<file path="config.mk">
export PLATFORM = sky130hd
export DESIGN_NAME = e2q_front
export DESIGN_NICKNAME = d
export VERILOG_FILES = /design/src/rtl/e2q_pkg.sv /design/src/rtl/e2q_front.sv
export SDC_FILE = /design/constraint.sdc
export NUM_CORES = 1
export LEC_CHECK = 0
export BUFFER_PORTS_ARGS = -buffer_cell sky130_fd_sc_hd__buf_2
export CAP_MARGIN = 25
export CORE_AREA = 2 2 79 81
export DETAILED_ROUTE_END_ITERATION = 8
export DIE_AREA = 0 0 81 83
export PLACE_DENSITY = 0.82
export SLEW_MARGIN = 20
export SYNTH_ARGS = -nofsm -noshare
export SYNTH_HDL_FRONTEND = slang
export SYNTH_SLANG_ARGS = --single-unit
</file>
<file path="constraint.sdc">
create_clock -name clk -period 2.8 [get_ports clk]
set_clock_uncertainty 0.2 [all_clocks]
set_input_delay 0.28 -clock clk [delete_from_list [all_inputs] [get_ports clk]]
set_output_delay 0.28 -clock clk [all_outputs]
set_load 0.02 [all_outputs]
</file>
<file path="src/rtl/e2q_pkg.sv">
// ----------------------------------------------------------------------------
// Euler to quaternion package
// Shared types and the CORDIC arctangent table.
// ----------------------------------------------------------------------------
package e2q_pkg;

	localparam int MAX_STAGES = 24;

	// Arctangent of 2^-i, 2^32 units per full turn.
	function automatic logic signed [33:0] atan_entry(input int idx);
		logic signed [33:0] t;
		begin
			unique case (idx)
				0: t = 34'sd536870912;
				1: t = 34'sd316933406;
				2: t = 34'sd167458907;
				3: t = 34'sd85004756;
				4: t = 34'sd42667331;
				5: t = 34'sd21354465;
				6: t = 34'sd10680862;
				7: t = 34'sd5340757;
				8: t = 34'sd2670675;
				9: t = 34'sd1335087;
				10: t = 34'sd667544;
				11: t = 34'sd333772;
				12: t = 34'sd166886;
				13: t = 34'sd83443;
				14: t = 34'sd41722;
				15: t = 34'sd20861;
				16: t = 34'sd10430;
				17: t = 34'sd5215;
				18: t = 34'sd2608;
				19: t = 34'sd1304;
				20: t = 34'sd652;
				21: t = 34'sd326;
				22: t = 34'sd163;
				23: t = 34'sd81;
				default: t = 34'sd0;
			endcase
			return t;
		end
	endfunction

	// Sideband carried alongside the data through the back end.
	typedef struct packed {
		logic all_present;
	} e2q_side_t;

endpackage

</file>
<file path="src/rtl/e2q_front.sv">
// ----------------------------------------------------------------------------
// Euler to quaternion front end
// Accepts words, applies valid bits and forms the half angles.
// ----------------------------------------------------------------------------
module e2q_front #(
	parameter int ANGLE_BITS = 16
) (
	input  logic                         clk,
	input  logic                         arst_n,
	input  logic                         in_valid,
	output logic                         in_ready,
	input  logic [ANGLE_BITS-1:0]        yaw,
	input  logic [ANGLE_BITS-1:0]        pitch,
	input  logic [ANGLE_BITS-1:0]        roll,
	input  logic [2:0]                   vld,
	output logic                         f_valid,
	input  logic                         f_ready,
	output logic signed [33:0]           z_yaw,
	output logic signed [33:0]           z_pitch,
	output logic signed [33:0]           z_roll,
	output e2q_pkg::e2q_side_t           f_side
);
	import e2q_pkg::*;

	logic signed [33:0] za_q, zb_q, zc_q;
	e2q_side_t side_q;
	logic valid_q;

	// Half angle in 2^32 per turn: sign-extend and shift up.
	function automatic logic signed [33:0] half(input logic [ANGLE_BITS-1:0] a,
		input logic v);
		logic signed [33:0] e;
		begin
			e = 34'(signed'(a));
			return v ? (e <<< (31 - ANGLE_BITS)) : 34'sd0;
		end
	endfunction

	assign in_ready = !valid_q || f_ready;

	// Registered hand-off stage toward the queue.
	always_ff @(posedge clk or negedge arst_n) begin
		if (!arst_n) begin
			valid_q <= 1'b0;
		end else if (in_ready) begin
			valid_q <= in_valid;
		end
	end

	always_ff @(posedge clk) begin
		if (in_ready && in_valid) begin
			za_q <= half(yaw, vld[0]);
			zb_q <= half(pitch, vld[1]);
			zc_q <= half(roll, vld[2]);
			side_q.all_present <= &vld;
		end
	end

	assign f_valid = valid_q;
	assign z_yaw = za_q;
	assign z_pitch = zb_q;
	assign z_roll = zc_q;
	assign f_side = side_q;
endmodule

</file>
======== Yosys cells after proc, flatten, opt, wreduce, memory -nomap -nowiden ========
Index checks and enable logic that the tools add are counted.
word-level totals
  register bits ........................... 95
  bits in latches ......................... 0
  RAM bits ................................ 0
  bits in read-only memories .............. 0
  bits of input ports ..................... 55
  logic and storage cells ................. 12
  memories kept ........................... 0
operators by class
  $add $sub $neg .......................... 0
  multipliers ............................. 0
  divide/modulo/power cells ............... 0
  magnitude comparators ................... 0
  equality and inequality tests ........... 0
  shift operators ......................... 0
  muxes and demuxes ....................... 0
  bitwise operators ....................... 0
  reductions and logical operators ........ 4
operators by type and width
  kind                 count
  AND reduction 3 bit  1
  logical AND 1 bit    1
  zero test 1 bit      1
  logical OR 1 bit     1

======== Longest topological paths before layout ========
Gate-level depths: netlist of the first run.
  word-level depth ........................ 3
  mapped depth ............................ 2

======== Worst setup path before layout of the first run ========
Ideal clock, no wire load.
  path type ............................... register -> register
  start point ............................. register valid_q, in the netlist f_valid
  end point ............................... register side_q, in the netlist f_side, enable pin
  setup time .............................. 0.411 ns
  data arrival time ....................... 1.915 ns
  data required time ...................... 2.189 ns
  setup slack ............................. 0.274 ns
  cell stages (with the launch flop) ...... 3
  path through ............................ dfrtp_1 nand2b_1 and2_1
between the ends
  cells in the longest elaborated chain, start to end .. 3
RTL lines
  element                 RTL line         text
  from (decl)             e2q_front.sv:27  logic valid_q;
  from (signal assigned)  e2q_front.sv:46  valid_q <= in_valid;
  zero test 1 bit         e2q_front.sv:39  assign in_ready = !valid_q || f_ready;
  logical OR 1 bit        e2q_front.sv:39
  net in_ready            e2q_front.sv:11  output logic in_ready,
  logical AND 1 bit       e2q_front.sv:51  if (in_ready && in_valid) begin
  to (decl)               e2q_front.sv:26  e2q_side_t side_q;
The timed path passes the listed nets, and every way through them passes these cells.
A chain may end at the register's enable or synchronous reset.

======== Final worst setup path of the first run ========
  start point ............................. input in_valid
  end point ............................... register za_q[24], in the netlist z_yaw[24], enable pin
between the ends
  cells in the longest elaborated chain, start to end .. 1
RTL lines
  element               RTL line         text
  from (decl)           e2q_front.sv:10  input logic in_valid,
  logical AND 1 bit     e2q_front.sv:51
  to (signal assigned)  e2q_front.sv:52  za_q <= half(yaw, vld[0]);
  to (decl)             e2q_front.sv:25  logic signed [33:0] za_q, zb_q, zc_q;
Every way passes these cells.

==> flow_metrics.tcl, run 1 <==
set metrics [dict create \
    dpl.hpwl_mm 3.13 \
    htree_levels 2 \
    n_antenna_cell 0 \
    setup_slack_ns 0.767 \
    synth.ff_latch_count 50 \
    syn_avg_cell_area_um2 14.2 \
    power_density_nw_per_um2 581 \
    layout_common_cells "buf_2 (114), edfxtp_1 (49), conb_1 (45)" \
    clkTransAtPathRegs_ns 0.08 \
    cts_buffers 5 \
    die_y_um 83 \
    startpoint_type "input port" \
    ir_drop_v 0.000333 \
    grt_antenna_before_repair 0 \
    p_leak_nw 1.32 \
    cp.arrival_ns 1.82 \
    dp_worst_setup_slack_ns 0.846 \
    grt_max_degree 29 \
    min_path_cells 2 \
    vias_per_cell 3.93 \
    cts.sinks 50 \
    worst_pin_slew_ns 0.657 \
    worstRegToRegCells 3 \
    worstPathRequired_ns 2.59 \
    wl_per_cell_um 11.4 \
    final_nets 327 \
    rsz0062_at_grt "false" \
    cts_tree "yes" \
    power_frac_seq_pct 54.0 \
    io_pins 160 \
    area_delta_synth_final_pct 23.6 \
    critPathCaptureType "register" \
    maxCapViolations 0 \
    instances_no_fill 348 \
    drc_errors 0 \
    dr.pass1.iters 3 \
    outcome "complete, no violations" \
    hp-start "yaw[10]" \
    netlist.top_cell.by_area "edfxtp_1" \
    fp.dieW_um 81 \
    initial_core_util_pct 39.2 \
    worstSkewPairLatency_ns 0.29 \
    cts_root_buf "clkbuf_8" \
    final_common_cell "buf_2" \
    drt_iter0_markers 36 \
    p_int_mw 1.22 \
    cts_setup_buffers 0 \
    num_rows 28 \
    fin_crit_ns 2.03 \
    cts_resized 0 \
    finalSetupTns_ns 0 \
    combinationalPowerShare_pct 15.9 \
    ant_nets 0 \
    switching_share_pct 25.3 \
    setup_viol 0 \
    hold_violations 0 \
    grt_usage_pct 11.6 \
    synth.top_cell.area_share_pct 64.6 \
    die-area_um2 6720 \
    final_util_pct 48.4 \
    r2r-start "f_valid$_DFFE_PN0P_" \
    drive_gt1_share_pct 49.5 \
    timing.final.max_slew_violations 0 \
    gp_congestion 0.644 \
    syn_inst 160 \
    clockBufferDepth 2 \
    dpl.cell_count 338 \
    vias 1366 \
    synth_area_um2 2280 \
    globalRoute.totalOverflow 0 \
    port_buffers 114 \
    startpoint "in_valid" \
    clkPwrFrac_pct 30.1 \
    yosysWarnings 0 \
    grt_pass1_wl_mm 5.79 \
    clock.fmax_mhz 492 \
    period_share_pct 72.6 \
    yosys-top-cells-area "edfxtp_1 (65%), buf_4 (18%), and2_1 (11%)" \
    min_path_type "input port to register" \
    synth.distinct_cells 9 \
    coreArea_um2 5820 \
    path_max_fanout 28 \
    yosysSeqAreaShare_pct 65.7 \
    critical_path_class "input port to register" \
    grt_pass1_vias 1220 \
    slew_headroom_pct 56.2 \
    wirelength_mm 3.97 \
    p_sw_mw 0.414 \
]
-- layer usage --
metal	track usage [%]	routed length, µm	vias to the layer above
met1	12.9	1440	617
met4	5.08	39	0
met3	3.37	436	2
met2	20.0	2050	94
met5	0	0	-
li1	-	-	653
-- worst max-delay path, stage by stage --
cell and delay, ns:
dlygate4sd3_1 0.53, buf_2 0.11, and2_2 0.57, buf_4 0.34
-- timing repair --
item,4_1_cts,5_1_grt
hold buffers,2,0
endpoints found under the hold margin,2,0
setup endpoints to repair,0,0
-- cell families after synthesis --
group,Yosys count,synth area share (%)
other cells,1,0.165
flops,50,65.7
simple gates,52,14.9
buf+inv,57,19.3
-- Yosys cell counts --
master,n
edfxtp_1,49
nand2b_1,2
buf_6,3
conb_1,1
and2_1,39
and3_2,1
and2_2,10
buf_4,54
dfrtp_1,1
-- sequential cells by signal (all words and copies together), names as in the netlist --
signal and count:
f_valid 1, z_roll 16, f_side 1, z_yaw 16
z_pitch 16
-- power by group through the flow --
stage	Sequential (mW)	Combinational [mW]	Clock [mW]
6_report	0.884	0.260	0.492
2_1_floorplan	0.960	0.167	0
3_5_place_dp	0.902	0.260	0
4_1_cts	0.885	0.263	0.504
5_1_grt	0.889	0.282	0.545
3_3_place_gp	0.900	0.257	0
-- metrics by stage --
stage	cell area, µm²	hold WS (ns)	power [mW]
floorplan	2440	-0.216	1.13
global placement	2690	-0.143	1.16
detailed placement	2690	-0.144	1.16
CTS	2820	0.0493	1.65
global route	2820	0.0526	1.72
finish	2820	0.0604	1.64
-- final cells by class --
| cell class | instances | area, µm² |
|---|---|---|
| fillers | 544 | 3000 |
| flip-flops and latches | 50 | 1500 |
| repair buffers | 118 | 606 |
| multi-input cells | 97 | 509 |
| well taps | 75 | 93.8 |
| clock buffers | 6 | 72.6 |
| clock inverters | 2 | 37.5 |
-- final timing paths --
check | endpoint | slack, ns
min in group asynchronous | f_valid$_DFFE_PN0P_ | 0.07
max in group asynchronous | f_valid$_DFFE_PN0P_ | 2.25
worst min register to register | f_valid$_DFFE_PN0P_ | 0.34
worst min-delay path | z_yaw[25]$_SDFFCE_PN0P_ | 0.06
worst max-delay path | z_yaw[24]$_SDFFCE_PN0P_ | 0.77
worst max register to register | z_yaw[24]$_SDFFCE_PN0P_ | 0.88
Note: power is estimated with default switching activity, not from simulation.
==> inputs of run 2 (changes only) <==
--- a/config.mk
+++ b/config.mk
@@ -7,10 +7,10 @@
 export LEC_CHECK = 0
 export BUFFER_PORTS_ARGS = -buffer_cell sky130_fd_sc_hd__buf_2
 export CAP_MARGIN = 25
-export CORE_AREA = 2 2 79 81
+export CORE_AREA = 2 2 82 84
 export DETAILED_ROUTE_END_ITERATION = 8
-export DIE_AREA = 0 0 81 83
-export PLACE_DENSITY = 0.82
+export DIE_AREA = 0 0 84 86
+export PLACE_DENSITY = 0.8
 export SLEW_MARGIN = 20
 export SYNTH_ARGS = -nofsm -noshare
 export SYNTH_HDL_FRONTEND = slang
==> constraint.sdc (replaced) <==
create_clock -name clk -period 1.8 [get_ports clk]
set_clock_uncertainty 0.2 [all_clocks]
set_input_delay 0.18 -clock clk [delete_from_list [all_inputs] [get_ports clk]]
set_output_delay 0.18 -clock clk [all_outputs]
set_load 0.02 [all_outputs]
==> run 2 against run 1 <==
  * Global-route usage grew 0.68 points
  * Wire length grew 15%
  * First-iteration DRC count up 58%
  * Utilization is 4.6 points higher
  * Combinational power grew 90%
  * Flip-flop and latch count did not move
==> flow_metrics.tcl, run 2 (synthesized netlist as in run 1, its figures left out) <==
set metrics [dict create \
    clkPwrFrac_pct 29.2 \
    r2r-start "f_valid$_DFFE_PN0P_" \
    drive_gt1_share_pct 41.6 \
    p_leak_nw 1.52 \
    startpoint "in_valid" \
    htree_levels 2 \
    power_density_nw_per_um2 794 \
    drt_iter0_markers 57 \
    layout_common_cells "buf_2 (114), dlygate4sd3_1 (52), edfxtp_1 (49)" \
    power_frac_seq_pct 52.1 \
    wl_per_cell_um 11.4 \
    die_y_um 86 \
    path_max_fanout 2 \
    clkTransAtPathRegs_ns 0.09 \
    fin_crit_ns 1.51 \
    cts_resized 0 \
    outcome "complete, no violations" \
    startpoint_type "input port" \
    p_total_mw 2.64 \
    finalSetupTns_ns 0 \
    ff_latch_area_um2 1500 \
    cts_root_buf "clkbuf_8" \
    die-area_um2 7220 \
    grt_pass1_vias 1399 \
    grt_antenna_before_repair 0 \
    critical_path_class "input port to register" \
    r2r-end "z_yaw[24]$_SDFFCE_PN0P_" \
    num_rows 29 \
    p_int_mw 1.98 \
    n_antenna_cell 0 \
    globalRoute.totalOverflow 0 \
    vias 1539 \
    maxCapViolations 0 \
    multi_input_area_um2 510 \
    cts_buffers 5 \
    vias_per_cell 3.86 \
    critPathCaptureType "register" \
    worstSkewPairLatency_ns 0.30 \
    grt_pass1_wl_mm 6.75 \
    cp.arrival_ns 1.50 \
    min_path_cells 2 \
    dpl.cell_count 339 \
    min_to "z_yaw[25]$_SDFFCE_PN0P_" \
    coreArea_um2 6280 \
    io_pins 160 \
    p_sw_mw 0.666 \
    hold_violations 0 \
    worstRegToRegCells 3 \
    rsz0062_at_grt "false" \
    ir_drop_v 0.000396 \
    dr.pass1.iters 3 \
    grt_max_degree 50 \
    cts_tree "yes" \
    clockBufferDepth 2 \
    worstPathRequired_ns 1.79 \
    wirelength_mm 4.54 \
    rrSetupSlack_ns 0.36 \
    switching_share_pct 25.2 \
    grt_usage_pct 12.2 \
    ant_nets 0 \
    combinationalPowerShare_pct 18.7 \
    final_common_cell "buf_2" \
    cts.sinks 50 \
    hold_slack_ns 0.153 \
    min_path_type "input port to register" \
    num-fill-cells 545 \
    final_nets 376 \
    drc_errors 0 \
    port_buffers 114 \
    fp.dieW_um 84 \
    clock.fmax_mhz 664 \
    dpl.hpwl_mm 3.03 \
    setup_viol 0 \
    initial_core_util_pct 36.3 \
    gp_congestion 0.654 \
    area_delta_synth_final_pct 45.9 \
    hp-start "vld[0]" \
    timing.final.max_slew_violations 0 \
    period_share_pct 83.7 \
    instances_no_fill 399 \
]
run 2: worst max-delay path: stages:
cell and delay [ns]:
dlygate4sd3_1 0.52, buf_2 0.12, nand2b_1 0.12, dlygate4sd3_1 0.55
run 2: what timing repair did:
action,4_1_cts,5_1_grt
hold buffers,52,0
endpoints found under the hold margin,50,0
buffers inserted,0,0
run 2: worst max-delay path by stage:
stage,end,slack (ns),cells past startpoint
after floorplan,f_side$_DFFE_PP_,0.04,2
after global placement,f_side$_DFFE_PP_,0.41,3
after detailed placement,z_pitch[22]$_SDFFCE_PN0P_,0.38,3
after CTS,f_valid$_DFFE_PN0P_,0.30,4
after global routing,f_valid$_DFFE_PN0P_,0.28,4
final,f_valid$_DFFE_PN0P_,0.29,4
run 2: per-stage QoR:
| step | util (%) | area [µm²] | setup WS [ns] |
|---|---|---|---|
| after detailed placement | 42.9 | 2690 | 0.378 |
| after global placement | 42.9 | 2690 | 0.408 |
| after CTS | 53.0 | 3320 | 0.300 |
| final | 53.0 | 3320 | 0.294 |
| after global routing | 53.0 | 3320 | 0.275 |
| after floorplan | - | 2450 | 0.0445 |
run 2: layout make-up:
cell class	instances	share of cell area (%)
clock inverters	2	1.13
multi-input cells	97	15.4
well taps	77	2.90
clock buffers	6	2.18
flip-flops and latches	50	45.0
repair buffers	167	33.4
run 2: power by group through the flow:
stage          clock, mW  combinational (mW)  sequential, mW
2_1_floorplan          0               0.262            1.49
3_3_place_gp           0               0.403            1.40
3_5_place_dp           0               0.408            1.40
4_1_cts            0.805               0.496            1.38
5_1_grt            0.835               0.529            1.39
6_report           0.771               0.494            1.38
run 2: metal layers:
metal	share of wire [%]	GRT usage, %
met5	0	0
met4	1.7	5.72
met3	8.6	2.69
met2	52	21.8
met1	37	14.0
