<file path="src/rtl/e2q_fifo.sv">
// ----------------------------------------------------------------------------
// Euler to quaternion queue
// Short queue between front and back ends.
// ----------------------------------------------------------------------------
module e2q_fifo #(
	parameter int WIDTH = 8
) (
	input  logic             clk,
	input  logic             arst_n,
	input  logic             wr_valid,
	output logic             wr_ready,
	input  logic [WIDTH-1:0] wr_data,
	output logic             rd_valid,
	input  logic             rd_ready,
	output logic [WIDTH-1:0] rd_data
);
	logic [WIDTH-1:0] mem_q [2];
	logic wp_q, rp_q;
	logic [1:0] cnt_q;
	logic wr_en, rd_en;

	assign wr_ready = cnt_q != 2'd2;
	assign rd_valid = cnt_q != 2'd0;
	assign wr_en = wr_valid && wr_ready;
	assign rd_en = rd_valid && rd_ready;
	assign rd_data = mem_q[rp_q];

	// Pointers and fill count.
	always_ff @(posedge clk or negedge arst_n) begin
		if (!arst_n) begin
			wp_q <= 1'b0;
			rp_q <= 1'b0;
			cnt_q <= 2'd0;
		end else begin
			if (wr_en) wp_q <= ~wp_q;
			if (rd_en) rp_q <= ~rp_q;
			cnt_q <= cnt_q + 2'(wr_en) - 2'(rd_en);
		end
	end

	always_ff @(posedge clk) begin
		if (wr_en) mem_q[wp_q] <= wr_data;
	end
endmodule

</file>
<file path="config.mk">
export PLATFORM = sky130hd
export DESIGN_NAME = e2q_fifo
export DESIGN_NICKNAME = d
export VERILOG_FILES = /design/src/rtl/e2q_fifo.sv
export SDC_FILE = /design/constraint.sdc
export NUM_CORES = 1
export LEC_CHECK = 0
export BUFFER_PORTS_ARGS = -buffer_cell sky130_fd_sc_hd__buf_2
export CAP_MARGIN = 25
export CORE_MARGIN = 4
export CORE_UTILIZATION = 48
export CTS_CLUSTER_DIAMETER = 50
export DETAILED_ROUTE_END_ITERATION = 16
export GPL_ROUTABILITY_DRIVEN = 1
export PLACE_DENSITY = 0.72
export SLEW_MARGIN = 40
export SYNTH_ARGS = -nofsm -noshare
export SYNTH_HDL_FRONTEND = slang
export SYNTH_SLANG_ARGS = --single-unit
</file>
<file path="constraint.sdc">
create_clock -name clk -period 2.2 [get_ports clk]
set_clock_uncertainty 0.05 [all_clocks]
set_input_delay 0.11 -clock clk [delete_from_list [all_inputs] [get_ports clk]]
set_output_delay 0.11 -clock clk [all_outputs]
set_load 0.1 [all_outputs]
</file>
After elaboration in Yosys (flattened, before gate mapping):

Memories as Yosys holds them, arrays and structs flattened.
Index checks and enable logic that the tools add are counted.

* add/subtract/negate cells: 2
* equal/unequal tests: 1
* mux-type cells: 2
* bitwise logic cells: 2
* reductions and logical operators: 3

Operators by type and width (count)
* $add A2 B1 Y2: 1
* $logic_and A1 B1 Y1: 2
* $mux W1: 2
* $ne A2 B2 Y1 const B: 1
* $not A1 Y1: 2
* $reduce_bool A2 Y1: 1
* $sub A2 B1 Y2: 1

* bits in registers: 4
* bits in writable memories: 16
* input port bits: 12
* output and inout port bits: 10
* logic and storage cells: 14
* memories kept: 1

Memories
* mem_q: words 2, bits a word 8, rd ports 1, clocked after memory_dff 0, wr ports 1, line 17 `logic [WIDTH-1:0] mem_q [2];`

Logic depth before layout (Yosys ltp):

Gate-level depths: netlist (run 1).

* depth in word-level cells: 4
* gate-level depth with buffers: 7

Least setup slack after synthesis (run 1):

Ideal clock, no wire load.

* path kind: flip-flop to flip-flop
* start point: register cnt_q[0]
* end point: register cnt_q[1]
* data arrival time: 2.144 ns
* required time: 2.027 ns
* slack: -0.116 ns
* cell stages (with the launch flop): 8
* buffers on the path: 0
* path through: dfrtp_1 > nand2b_1 > nand2_1 > ha_1 > inv_1 > ha_1 > xnor2_1 > xnor2_1

* word-level cells in the longest chain between the ends: 4
* elaborated cells on any way between the ends: 6

Ends and longest elaborated chain
* start, declared: line 19 `logic [1:0] cnt_q;`
* start signal, assigned: line 37 `cnt_q <= cnt_q + 2'(wr_en) - 2'(rd_en);`
* $ne A2 B2 Y1: line 22 `assign wr_ready = cnt_q != 2'd2;`
* net wr_ready: line 11 `output logic wr_ready,`
* $logic_and A1 B1 Y1: line 24 `assign wr_en = wr_valid && wr_ready;`
* $add A2 B1 Y2: line 37
* $sub A2 B1 Y2: line 37

The timed path passes the listed nets, and every way through them passes these cells.
A chain may end at the register's enable or synchronous reset.

Worst setup path after layout (run 1):

* start point: register cnt_q[1]
* end point: register cnt_q[1]

* elaborated cells on any way between the ends: 6

RTL lines
* $reduce_bool A2 Y1: line 23 `assign rd_valid = cnt_q != 2'd0;`
* $logic_and A1 B1 Y1: line 25 `assign rd_en = rd_valid && rd_ready;`
* net rd_en: line 20 `logic wr_en, rd_en;`
* $sub A2 B1 Y2: line 37

The timed path passes the listed nets, and every way through them passes these cells.

==> key figures, run 1 <==
Drt
  • Met1 WL: ~540 um
  • Met2 wire len: 616 um
  • TritonRoute pass-1 iters: 2
  • Drt initial violations: 4
  • DR DRC count: 0
  • Total number of vias: 429
  • Final WL: 1210 um
  • Highest routed layer: met3
  • Via density: 4.71
  • Post-detailed-route count of antenna-violating nets: 0
  • Drt wl/cell: between 10 and 15 um
  • DR WL met3: 54 um

GRT
  • First-pass GRT wire length: 1790 um
  • Largest net degree at the start of global routing: 12
  • Vias in the first global route: 415
  • Total gr overflow: 0
  • Global Route Usage Sum: 11.7%
  • Initial antenna violation count: 0

Critical path
  • RR Startpoint: cnt_q[1]$_DFF_PN0_
  • Crit. End Element: flop
  • Slowest cell delay on critical path: 0.42 ns
  • Critical Path Source: cnt_q[1]$_DFF_PN0_
  • Worst Path Buf+Inv: 1
  • Worst setup path category: reg2reg
  • Worst Setup Start Kind: flop
  • Critical-path cell list: or2_2 -> and2_4 -> ha_1 -> inv_1 -> ha_1 -> xnor2_1 -> xnor2_1
  • Slowest CP cell: dfrtp_1
  • Critical Path RT: 2.37 ns
  • Critical-path maximum fanout: 3
  • CP top delay family: simple AND/OR/NAND/NOR gates
  • Critical Path AT: 1.98 ns

Place
  • Gpl congestion: between 0.6 and 0.7
  • DP Wirelength: 826 um
  • Port Buffer Count: 21

Synthesis
  • Number of synthesized register bits: 20
  • Sequential share of the synthesized area: 75.0%
  • Prevailing post-synth register cell: edfxtp_1
  • Post-synth EDFFs: 16
  • Synth Warn #: 0
  • Post-Syn Instances: 42
  • Avg Inst Size Synth: between 15 and 20 sq um
  • Main area contributors after synthesis: edfxtp_1 (62%), dfrtp_1 (13%), mux2_1 (12%)
  • Netlist cell types: 14
  • Net count after synthesis: 56
  • Cell area after synthesis: about 770 sq um
  • Most frequent cells after synthesis: edfxtp_1 (16), mux2_1 (8), dfrtp_1 (4), xnor2_1 (3), ha_1 (2)
  • Post-synth ARST share: about a fifth
  • Top-count cell post-synth: edfxtp_1
  • Area share of the largest cell type after synthesis: 62.0%
  • Cell taking the most area after synthesis: edfxtp_1

CTS
  • CTS sink count: 20
  • Postcts setup bufs: 0
  • CTS tree: yes
  • CTS H-tree lvls: 1
  • Num CTS Buffers: 3
  • Post-cts repair resize count: 0
  • Latest clock arrival within the worst-skew pair: about 0.29 ns
  • CTS max path bufs: 2
  • CTS root buf: clkbuf_4
  • Clock slew at reported path FFs: about 0.11 ns

Status
  • Status: finished, final reports clean

Timing
  • Worst-Margin Slew: around 0.70 ns
  • RSZ-0062 raised after global routing: false
  • Final setup vio count: 0
  • Slew headroom: 53.3%
  • Minimum clock period: roughly 1.8 ns
  • Setup total negative slack: 0 ns
  • Fin. max-slew vios: 0
  • Final Cycle Share: 82.2%
  • Hold violation count in the final report: 0
  • FMAX: 553 MHz

Die
  • Site row count: 14
  • Chip height: 48.2 um
  • Initial core utilization: 50.8%
  • Core Area: around 1500 sq um
  • Die Span X: 48.2 um
  • I/O pin count: 22
  • Die area: 2320 sq um

Final layout
  • Nets: 90
  • Layout cells sized above 1: 36.0%
  • Diode count: 0
  • Layout area overhead: 30.9%

Job
  • MaxCap Viol Count: 0

Hold path
  • Worst hold path class: in2reg
  • Hold path start: rd_ready
## cell usage in the layout, fill, tap and decap left out
cell type,instances
edfxtp_1,16
dlygate4sd3_1,9
dfrtp_1,4
buf_2,21
xor2_1,1
nand2b_2,1
inv_1,1
and3_1,1
clkbuf_4,3
and2_4,1
nor2_1,1
mux2_1,8
xnor2_1,3
ha_1,2
or2_2,1
clkinv_1,1
nand2_1,1
## cell families (layout without fill, tap and decap cells)
group,count (synthesis),count (layout),share of synthesized area [%]
mux,8,8,11.6
simple gates,6,6,4.52
fa+ha+maj,2,2,3.23
flops,20,20,75.0
xor+xnor,4,4,4.52
buf+inv,2,35,1.13
## worst min-delay path, delay by kind of cell
family / cells / cell delay [ns]
AND/OR/NAND/NOR: 1 / 0.13
buffers and inverters: 1 / 0.08
XOR/XNOR: 1 / 0.06
## per-layer routing
metal	vias to the layer above	global-route usage, %
met2	12	18.2
li1	216	-
met5	-	0
met3	0	2.21
met4	0	8.06
met1	201	14.7
## layout make-up
class	count	area [sq um]
Sequential cell	20	581
Fill cell	105	510
Timing Repair Buffer	30	195
Multi-Input combinational cell	20	188
Clock buffer	3	22.5
Tap cell	16	20.0
Clock inverter	1	3.75
Inverter	1	3.75
## sequential cells by signal (all words and copies together), names as in the netlist
name	flops
wp_q	1
mem_q	16
rp_q	1
cnt_q	2
## stage by stage
stage / setup slack, ns / instances / hold slack (ns) / util [%] / area, sq um
floorplan: 0.136 / 42 / -0.236 / - / 777
global route: 0.313 / 91 / 0.0452 / 66.5 / 1010
global placement: 0.425 / 78 / -0.128 / 58.9 / 897
detailed placement: 0.414 / 78 / -0.127 / 58.9 / 897
finish: 0.391 / 91 / 0.0654 / 66.5 / 1010
CTS: 0.382 / 91 / 0.0584 / 66.5 / 1010
## timing repair
| item | CTS | global route |
|---|---|---|
| hold buffers | 9 | 0 |
| endpoints found under the hold margin | 20 | 0 |
| setup endpoints to repair | 0 | 0 |
## final timing paths
check,endpoint,slack (ns),depth (start not counted)
hold reg to reg,wp_q$_DFFE_PN0N_,0.45,1
max in group asynchronous,cnt_q[0]$_DFF_PN0_,1.89,2
min in group asynchronous,cnt_q[1]$_DFF_PN0_,0.09,2
setup reg to reg,cnt_q[1]$_DFF_PN0_,0.39,7
setup / recovery,cnt_q[1]$_DFF_PN0_,0.39,7
hold / removal,rp_q$_DFFE_PN0P_,0.07,3
Power of run 1 is left out: the tool's default activity adds up to more than one toggle a clock period on the data nets, which glitch-free logic cannot reach.
==> inputs of run 2 (changes only) <==
==> constraint.sdc (replaced) <==
create_clock -name clk -period 1.8 [get_ports clk]
set_clock_uncertainty 0.05 [all_clocks]
set_input_delay 0.09 -clock clk [delete_from_list [all_inputs] [get_ports clk]]
set_output_delay 0.09 -clock clk [all_outputs]
set_load 0.1 [all_outputs]
==> run 2 against run 1 <==
Net effect: register-to-register slack lost 0.28 ns; design area grew 6.2%; sequential share of layout area shrank 3.3 points; first-iteration DRC count grew 75%; count of clock-buffer cells in the layout grew 1; maximum frequency grew 6.9%; critical path depth is the same; non-clock buffer count grew 3; die area is the same; critical path type unchanged.
==> key figures, run 2 (synthesis results as in run 1) <==
CTS
  • Latest clock arrival within the worst-skew pair: 0.29 ns (about the same)
  • CTS root buf: clkbuf_4
  • CTS max path bufs: 2 (unchanged)
  • CTS H-tree lvls: 1 (unchanged)
  • Num CTS Buffers: 3 (unchanged)
  • CTS tree: yes
  • CTS sink count: 20 (unchanged)
  • Clock slew at reported path FFs: 0.11 ns (about the same)
  • Post-cts repair resize count: 0 (unchanged)

Timing
  • Setup WS post-layout: 0.107 ns (-0.283 ns)
  • Final Cycle Share: 94.0% (+12 points)
  • Minimum clock period: 1.69 ns (-0.117 ns)
  • WHS: 0.0644 ns (-0.00102 ns)
  • Hold violation count in the final report: 0 (unchanged)
  • Slew headroom: 67.7% (+14 points)
  • Fin. max-slew vios: 0 (unchanged)
  • Final setup vio count: 0 (unchanged)
  • Worst-Margin Slew: 0.488 ns (-0.210 ns)
  • RSZ-0062 raised after global routing: false
  • FMAX: 591 MHz (+6.9%)

Status
  • Status: finished, final reports clean

Hold path
  • Hold path cells: 3 (unchanged)
  • Hold Path End: rp_q$_DFFE_PN0P_
  • Worst hold path class: in2reg
  • Hold path start: rd_ready

Final layout
  • Final Core Density: 70.6% (+4.1 points)
  • Most flops, register: mem_q
  • Multi-input logic area: 228 sq um (+21%)
  • Most frequent cells in the layout: buf_2 (21), edfxtp_1 (16), dlygate4sd3_1 (9), mux2_1 (8), dfrtp_1 (4)
  • Nets: 93 (+3.3%)
  • Layout cells sized above 1: 43.6% (+7.6 points)
  • Storage element area: 581 sq um (unchanged)
  • Regs by FF count: mem_q (16), cnt_q (2)
  • Fillers: 112 (+6.7%)
  • Diode count: 0 (unchanged)
  • Max reg flops: 16 (unchanged)
  • Layout area overhead: 38.9%
  • Commonest non-fill, non-tap cell in the layout: buf_2

Critical path
  • Worst r2r dst: cnt_q[1]$_DFF_PN0_
  • CP top delay family: flip-flops
  • Critical-path maximum fanout: 3 (unchanged)
  • Top cell by count, worst path: ha_4
  • Slowest cell delay on critical path: 0.43 ns (about the same)
  • Worst Path Buf+Inv: 1 (unchanged)
  • R2R cell count: 7 (unchanged)
  • Crit. End Element: flop
  • Slowest CP cell: dfrtp_1
  • Critical Path RT: 1.93 ns (-0.44 ns)
  • RR Startpoint: cnt_q[0]$_DFF_PN0_
  • Critical-path cell list: or2_4 -> and2_4 -> ha_4 -> inv_2 -> ha_4 -> xnor2_2 -> xnor2_1
  • Critical Path AT: 1.83 ns (-0.15 ns)
  • Worst reg-to-reg setup slack: 0.11 ns (-0.28 ns)
  • Worst setup path category: reg2reg
  • Worst Setup Start Kind: flop

Drt
  • Total number of vias: 446 (+4.0%)
  • Final WL: 1240 um (+2.9%)
  • DR DRC count: 0 (unchanged)
  • Drt initial violations: 7 (+3)
  • Drt wl/cell: 13.2 um (-0.38%)
  • Post-detailed-route count of antenna-violating nets: 0 (unchanged)
  • TritonRoute pass-1 iters: 2 (unchanged)
  • Via density: 4.74 (+0.64%)

Die
  • Site row count: 14 (unchanged)
  • Core Area: 1520 sq um (unchanged)
  • I/O pin count: 22 (unchanged)
  • Chip height: 48.2 um (unchanged)
  • Initial core utilization: 50.8% (unchanged)
  • Die area: 2320 sq um (unchanged)
  • Die Span X: 48.2 um (unchanged)

GRT
  • First-pass GRT wire length: 1840 um (+2.7%)
  • Met3 usage: 4.43% (+2.2 points)
  • Total gr overflow: 0 (unchanged)
  • Global Route Usage Sum: 12.6% (+0.89 points)
  • Largest net degree at the start of global routing: 12 (unchanged)
  • Initial antenna violation count: 0 (unchanged)
  • GR Layer Usage met2: 24.0% (+5.7 points)
  • Met1 Track Usage GR: 11.4% (-3.3 points)
  • Vias in the first global route: 457 (+10%)
  • Grt peak-use layer: met2

Place
  • DP Wirelength: 913 um (+11%)
  • Port Buffer Count: 21 (unchanged)
  • Gpl congestion: 0.668 (+7.6%)
  • Place WS: 0.106 ns (-0.308 ns)

Job
  • MaxCap Viol Count: 0 (unchanged)
==> run 2: cell types whose count changed in the layout (fill, tap and decap cells not counted), sizes merged <==
| cell | delta |
|---|---|
| clkinv | -1 |
| buf | +3 |
| clkbuf | +1 |
==> run 2: worst max-delay path by stage <==
| stage | start | cells past startpoint | slack [ns] | end |
|---|---|---|---|---|
| 5_1_grt | rp_q$_DFFE_PN0P_ | 2 | 0.04 | rd_data[7] |
| 2_1_floorplan | cnt_q[1]$_DFF_PN0_ | 7 | -0.04 | cnt_q[1]$_DFF_PN0_ |
| 3_5_place_dp | cnt_q[0]$_DFF_PN0_ | 7 | 0.11 | cnt_q[1]$_DFF_PN0_ |
| 6_report | cnt_q[0]$_DFF_PN0_ | 7 | 0.11 | cnt_q[1]$_DFF_PN0_ |
| 3_3_place_gp | cnt_q[0]$_DFF_PN0_ | 7 | 0.14 | cnt_q[1]$_DFF_PN0_ |
| 4_1_cts | rp_q$_DFFE_PN0P_ | 2 | 0.1 | rd_data[7] |
==> run 2: through the flow <==
stage / cells / TNS (ns) / area, sq um
final: 94 / 0 / 1080
after global routing: 94 / 0 / 1080
after CTS: 94 / 0 / 1080
after detailed placement: 81 / 0 / 960
after global placement: 81 / 0 / 960
after floorplan: 42 / -0.0376 / 817
==> run 2: repair_timing <==
action | in CTS | in global routing
hold buffers | 9 | 0
endpoints found under the hold margin | 20 | 0
buffers inserted | 0 | 0
==> run 2: area by class of cell <==
class	count	share of cell area [%]
Clock buffer	4	2.44
Inverter	1	0.349
Timing Repair Buffer	33	20.2
Tap cell	16	1.86
Sequential cell	20	54.0
Multi-Input combinational cell	20	21.2
==> run 2: per-layer routing <==
layer | up-vias | share of wire (%)
li1 | 226 | -
met1 | 208 | 40
met2 | 12 | 56
met3 | 0 | 4.5
met4 | 0 | 0
met5 | - | 0
==> run 2: worst register-to-register path: stages (launching register included) <==
cell,delay [ns]
dfrtp_1,0.43
or2_4,0.26
and2_4,0.15
ha_4,0.26
inv_2,0.04
ha_4,0.15
xnor2_2,0.13
xnor2_1,0.12
Power of run 2 is left out for the same reason.
==> inputs of run 3 (changes only) <==
--- a/config.mk
+++ b/config.mk
@@ -12,7 +12,9 @@
 export CTS_CLUSTER_DIAMETER = 50
 export DETAILED_ROUTE_END_ITERATION = 16
 export GPL_ROUTABILITY_DRIVEN = 1
-export PLACE_DENSITY = 0.72
+export GPL_TIMING_DRIVEN = 0
+export PLACE_DENSITY = 0.86
+export SKIP_CTS_REPAIR_TIMING = 1
 export SLEW_MARGIN = 40
 export SYNTH_ARGS = -nofsm -noshare
 export SYNTH_HDL_FRONTEND = slang
==> run 3 against run 2 <==
Net effect: hold slack got worse by 0.0018 ns; utilization rose by 0.74 points; global-route usage fell by 1.6 points; non-clock buffer count fell by 2; first-iteration DRC count rose by 14%; die area did not move; critical endpoint unchanged; setup slack got worse by 0.015 ns; critical path depth did not move; design area rose by 1.0%; cell count fell by 2.1%; maximum frequency fell by 0.88%; sequential share of layout area fell by 0.56 points.
==> key figures, run 3 (synthesis results as in run 1) <==
Critical path
  • Critical-path cell list: or2_4 -> and2_4 -> ha_4 -> inv_2 -> ha_4 -> xnor2_2 -> xnor2_1
  • Crit. End Element: flop
  • Critical Path Source: cnt_q[1]$_DFF_PN0_
  • Critical-path maximum fanout: 3 (unchanged)
  • Critical Path AT: 1.84 ns (about the same)
  • Slowest cell delay on critical path: 0.46 ns (+0.03 ns)
  • Worst Setup Start Kind: flop
  • RR Startpoint: cnt_q[1]$_DFF_PN0_
  • Worst setup path category: reg2reg
  • Critical Path RT: 1.93 ns (about the same)
  • Top cell by count, worst path: ha_4
  • Slowest CP cell: dfrtp_1

Final layout
  • Regs by FF count: mem_q (16), cnt_q (2)
  • Design Area, Final: 1090 sq um (+1.0%)
  • Most flops, register: mem_q
  • Layout cells sized above 1: 44.7% (+1.1 points)
  • Commonest non-fill, non-tap cell in the layout: buf_2
  • Max reg flops: 16 (unchanged)
  • Layout area overhead: 40.4%
  • Most frequent cells in the layout: buf_2 (22), edfxtp_1 (16), dlygate4sd3_1 (9), mux2_1 (8), dfrtp_1 (4)
  • Nets: 91 (-2.2%)
  • Fillers: 113 (+0.89%)
  • Diode count: 0 (unchanged)
  • Cell Count, Final, Fillers Out: 92 (-2.1%)

GRT
  • Initial antenna violation count: 0 (unchanged)
  • Global Route Usage Sum: 11.0% (-1.6 points)
  • Largest net degree at the start of global routing: 13 (+1)
  • Total gr overflow: 0 (unchanged)
  • Vias in the first global route: 447 (-2.2%)
  • First-pass GRT wire length: 1760 um (-4.5%)

Drt
  • DR DRC count: 0 (unchanged)
  • Via density: 4.89 (+3.1%)
  • Drt initial violations: 8 (+1)
  • Drt wl/cell: 13.1 um (-0.71%)
  • Highest routed layer: met3
  • Final WL: 1210 um (-2.8%)
  • Met1 WL: 479 um (-2.2%)
  • Met2 wire len: 641 um (-7.5%)
  • TritonRoute pass-1 iters: 3 (+1)
  • Total number of vias: 450 (+0.90%)
  • Post-detailed-route count of antenna-violating nets: 0 (unchanged)
  • DR WL met3: 83 um (+48%)

Die
  • Core Area: 1520 sq um (unchanged)
  • Initial core utilization: 50.8% (unchanged)
  • I/O pin count: 22 (unchanged)
  • Die area: 2320 sq um (unchanged)
  • Site row count: 14 (unchanged)
  • Die Span X: 48.2 um (unchanged)
  • Chip height: 48.2 um (unchanged)

Timing
  • Final setup vio count: 0 (unchanged)
  • WHS: 0.0626 ns (-0.00176 ns)
  • RSZ-0062 raised after global routing: false
  • Slew headroom: 67.7% (about the same)
  • Worst-Margin Slew: 0.487 ns (-0.000938 ns)
  • Fin. max-slew vios: 0 (unchanged)
  • Minimum clock period: 1.71 ns (+0.0151 ns)
  • Setup WS post-layout: 0.0922 ns (-0.0151 ns)
  • FMAX: 586 MHz (-0.88%)
  • Final Cycle Share: 94.9% (+0.84 points)
  • Hold violation count in the final report: 0 (unchanged)

CTS
  • CTS H-tree lvls: 1 (unchanged)
  • Latest clock arrival within the worst-skew pair: 0.29 ns (about the same)
  • Clock slew at reported path FFs: 0.11 ns (about the same)
  • Num CTS Buffers: 3 (unchanged)
  • CTS root buf: clkbuf_4
  • CTS tree: yes
  • CTS sink count: 20 (unchanged)
  • CTS max path bufs: 2 (unchanged)

Place
  • DP Wirelength: 921 um (+0.88%)
  • Port Buffer Count: 21 (unchanged)
  • Gpl congestion: 0.625 (-6.4%)
  • # placed instances: 79 (-2.5%)
  • Place WS: 0.0977 ns (-0.00835 ns)
  • Post-DP Area: 942 sq um (-1.8%)

Status
  • Status: finished, final reports clean

Hold path
  • Worst hold path class: in2async

Job
  • MaxCap Viol Count: 0 (unchanged)
## run 3: cell count changes in the layout (fill, tap and decap cells not counted)
| cell | delta |
|---|---|
| bufinv_16 | +1 |
| nor2_1 | -1 |
| clkbuf_1 | -1 |
| nor2_2 | +1 |
| buf_4 | -3 |
| buf_2 | +1 |
## run 3: path summary, 6_finish.rpt
kind	end	depth (start not counted)	slack [ns]
worst max-delay path	cnt_q[1]$_DFF_PN0_	7	0.09
worst max register to register	cnt_q[1]$_DFF_PN0_	7	0.09
min in group clk	rp_q$_DFFE_PN0P_	3	0.07
worst min-delay path	wp_q$_DFFE_PN0N_	2	0.06
worst min register to register	wp_q$_DFFE_PN0N_	1	0.47
max in group asynchronous	cnt_q[1]$_DFF_PN0_	2	1.51
## run 3: cell type report
cell class                      count  area [sq um]  share of cell area (%)
Tap cell                           16          20.0                    1.84
Timing Repair Buffer               30           195                    18.0
Sequential cell                    20           581                    53.4
Clock inverter                      1          30.0                    2.76
Clock buffer                        3          22.5                    2.07
Multi-Input combinational cell     20           230                    21.2
Buffer                              1          5.00                   0.460
Inverter                            1          3.75                   0.345
## run 3: critical path, delay by kind of cell (launching register included)
kind | cells | cell delay (ns)
flops | 1 | 0.46
buf+inv | 1 | 0.03
xor+xnor | 2 | 0.25
fa+ha+maj | 2 | 0.41
simple gates | 2 | 0.41
## run 3: metal layers
| metal | global-route usage [%] | vias to the layer above |
|---|---|---|
| li1 | - | 220 |
| met1 | 11.8 | 217 |
| met2 | 20.8 | 13 |
| met3 | 4.06 | 0 |
| met4 | 1.61 | 0 |
| met5 | 0 | - |
## run 3: through the flow
stage / TNS [ns] / utilization (%)
floorplan: -0.0376 / -
global placement: 0 / 61.8
detailed placement: 0 / 61.8
CTS: 0 / 65.3
global route: 0 / 71.3
finish: 0 / 71.3
Power of run 3 is left out for the same reason.
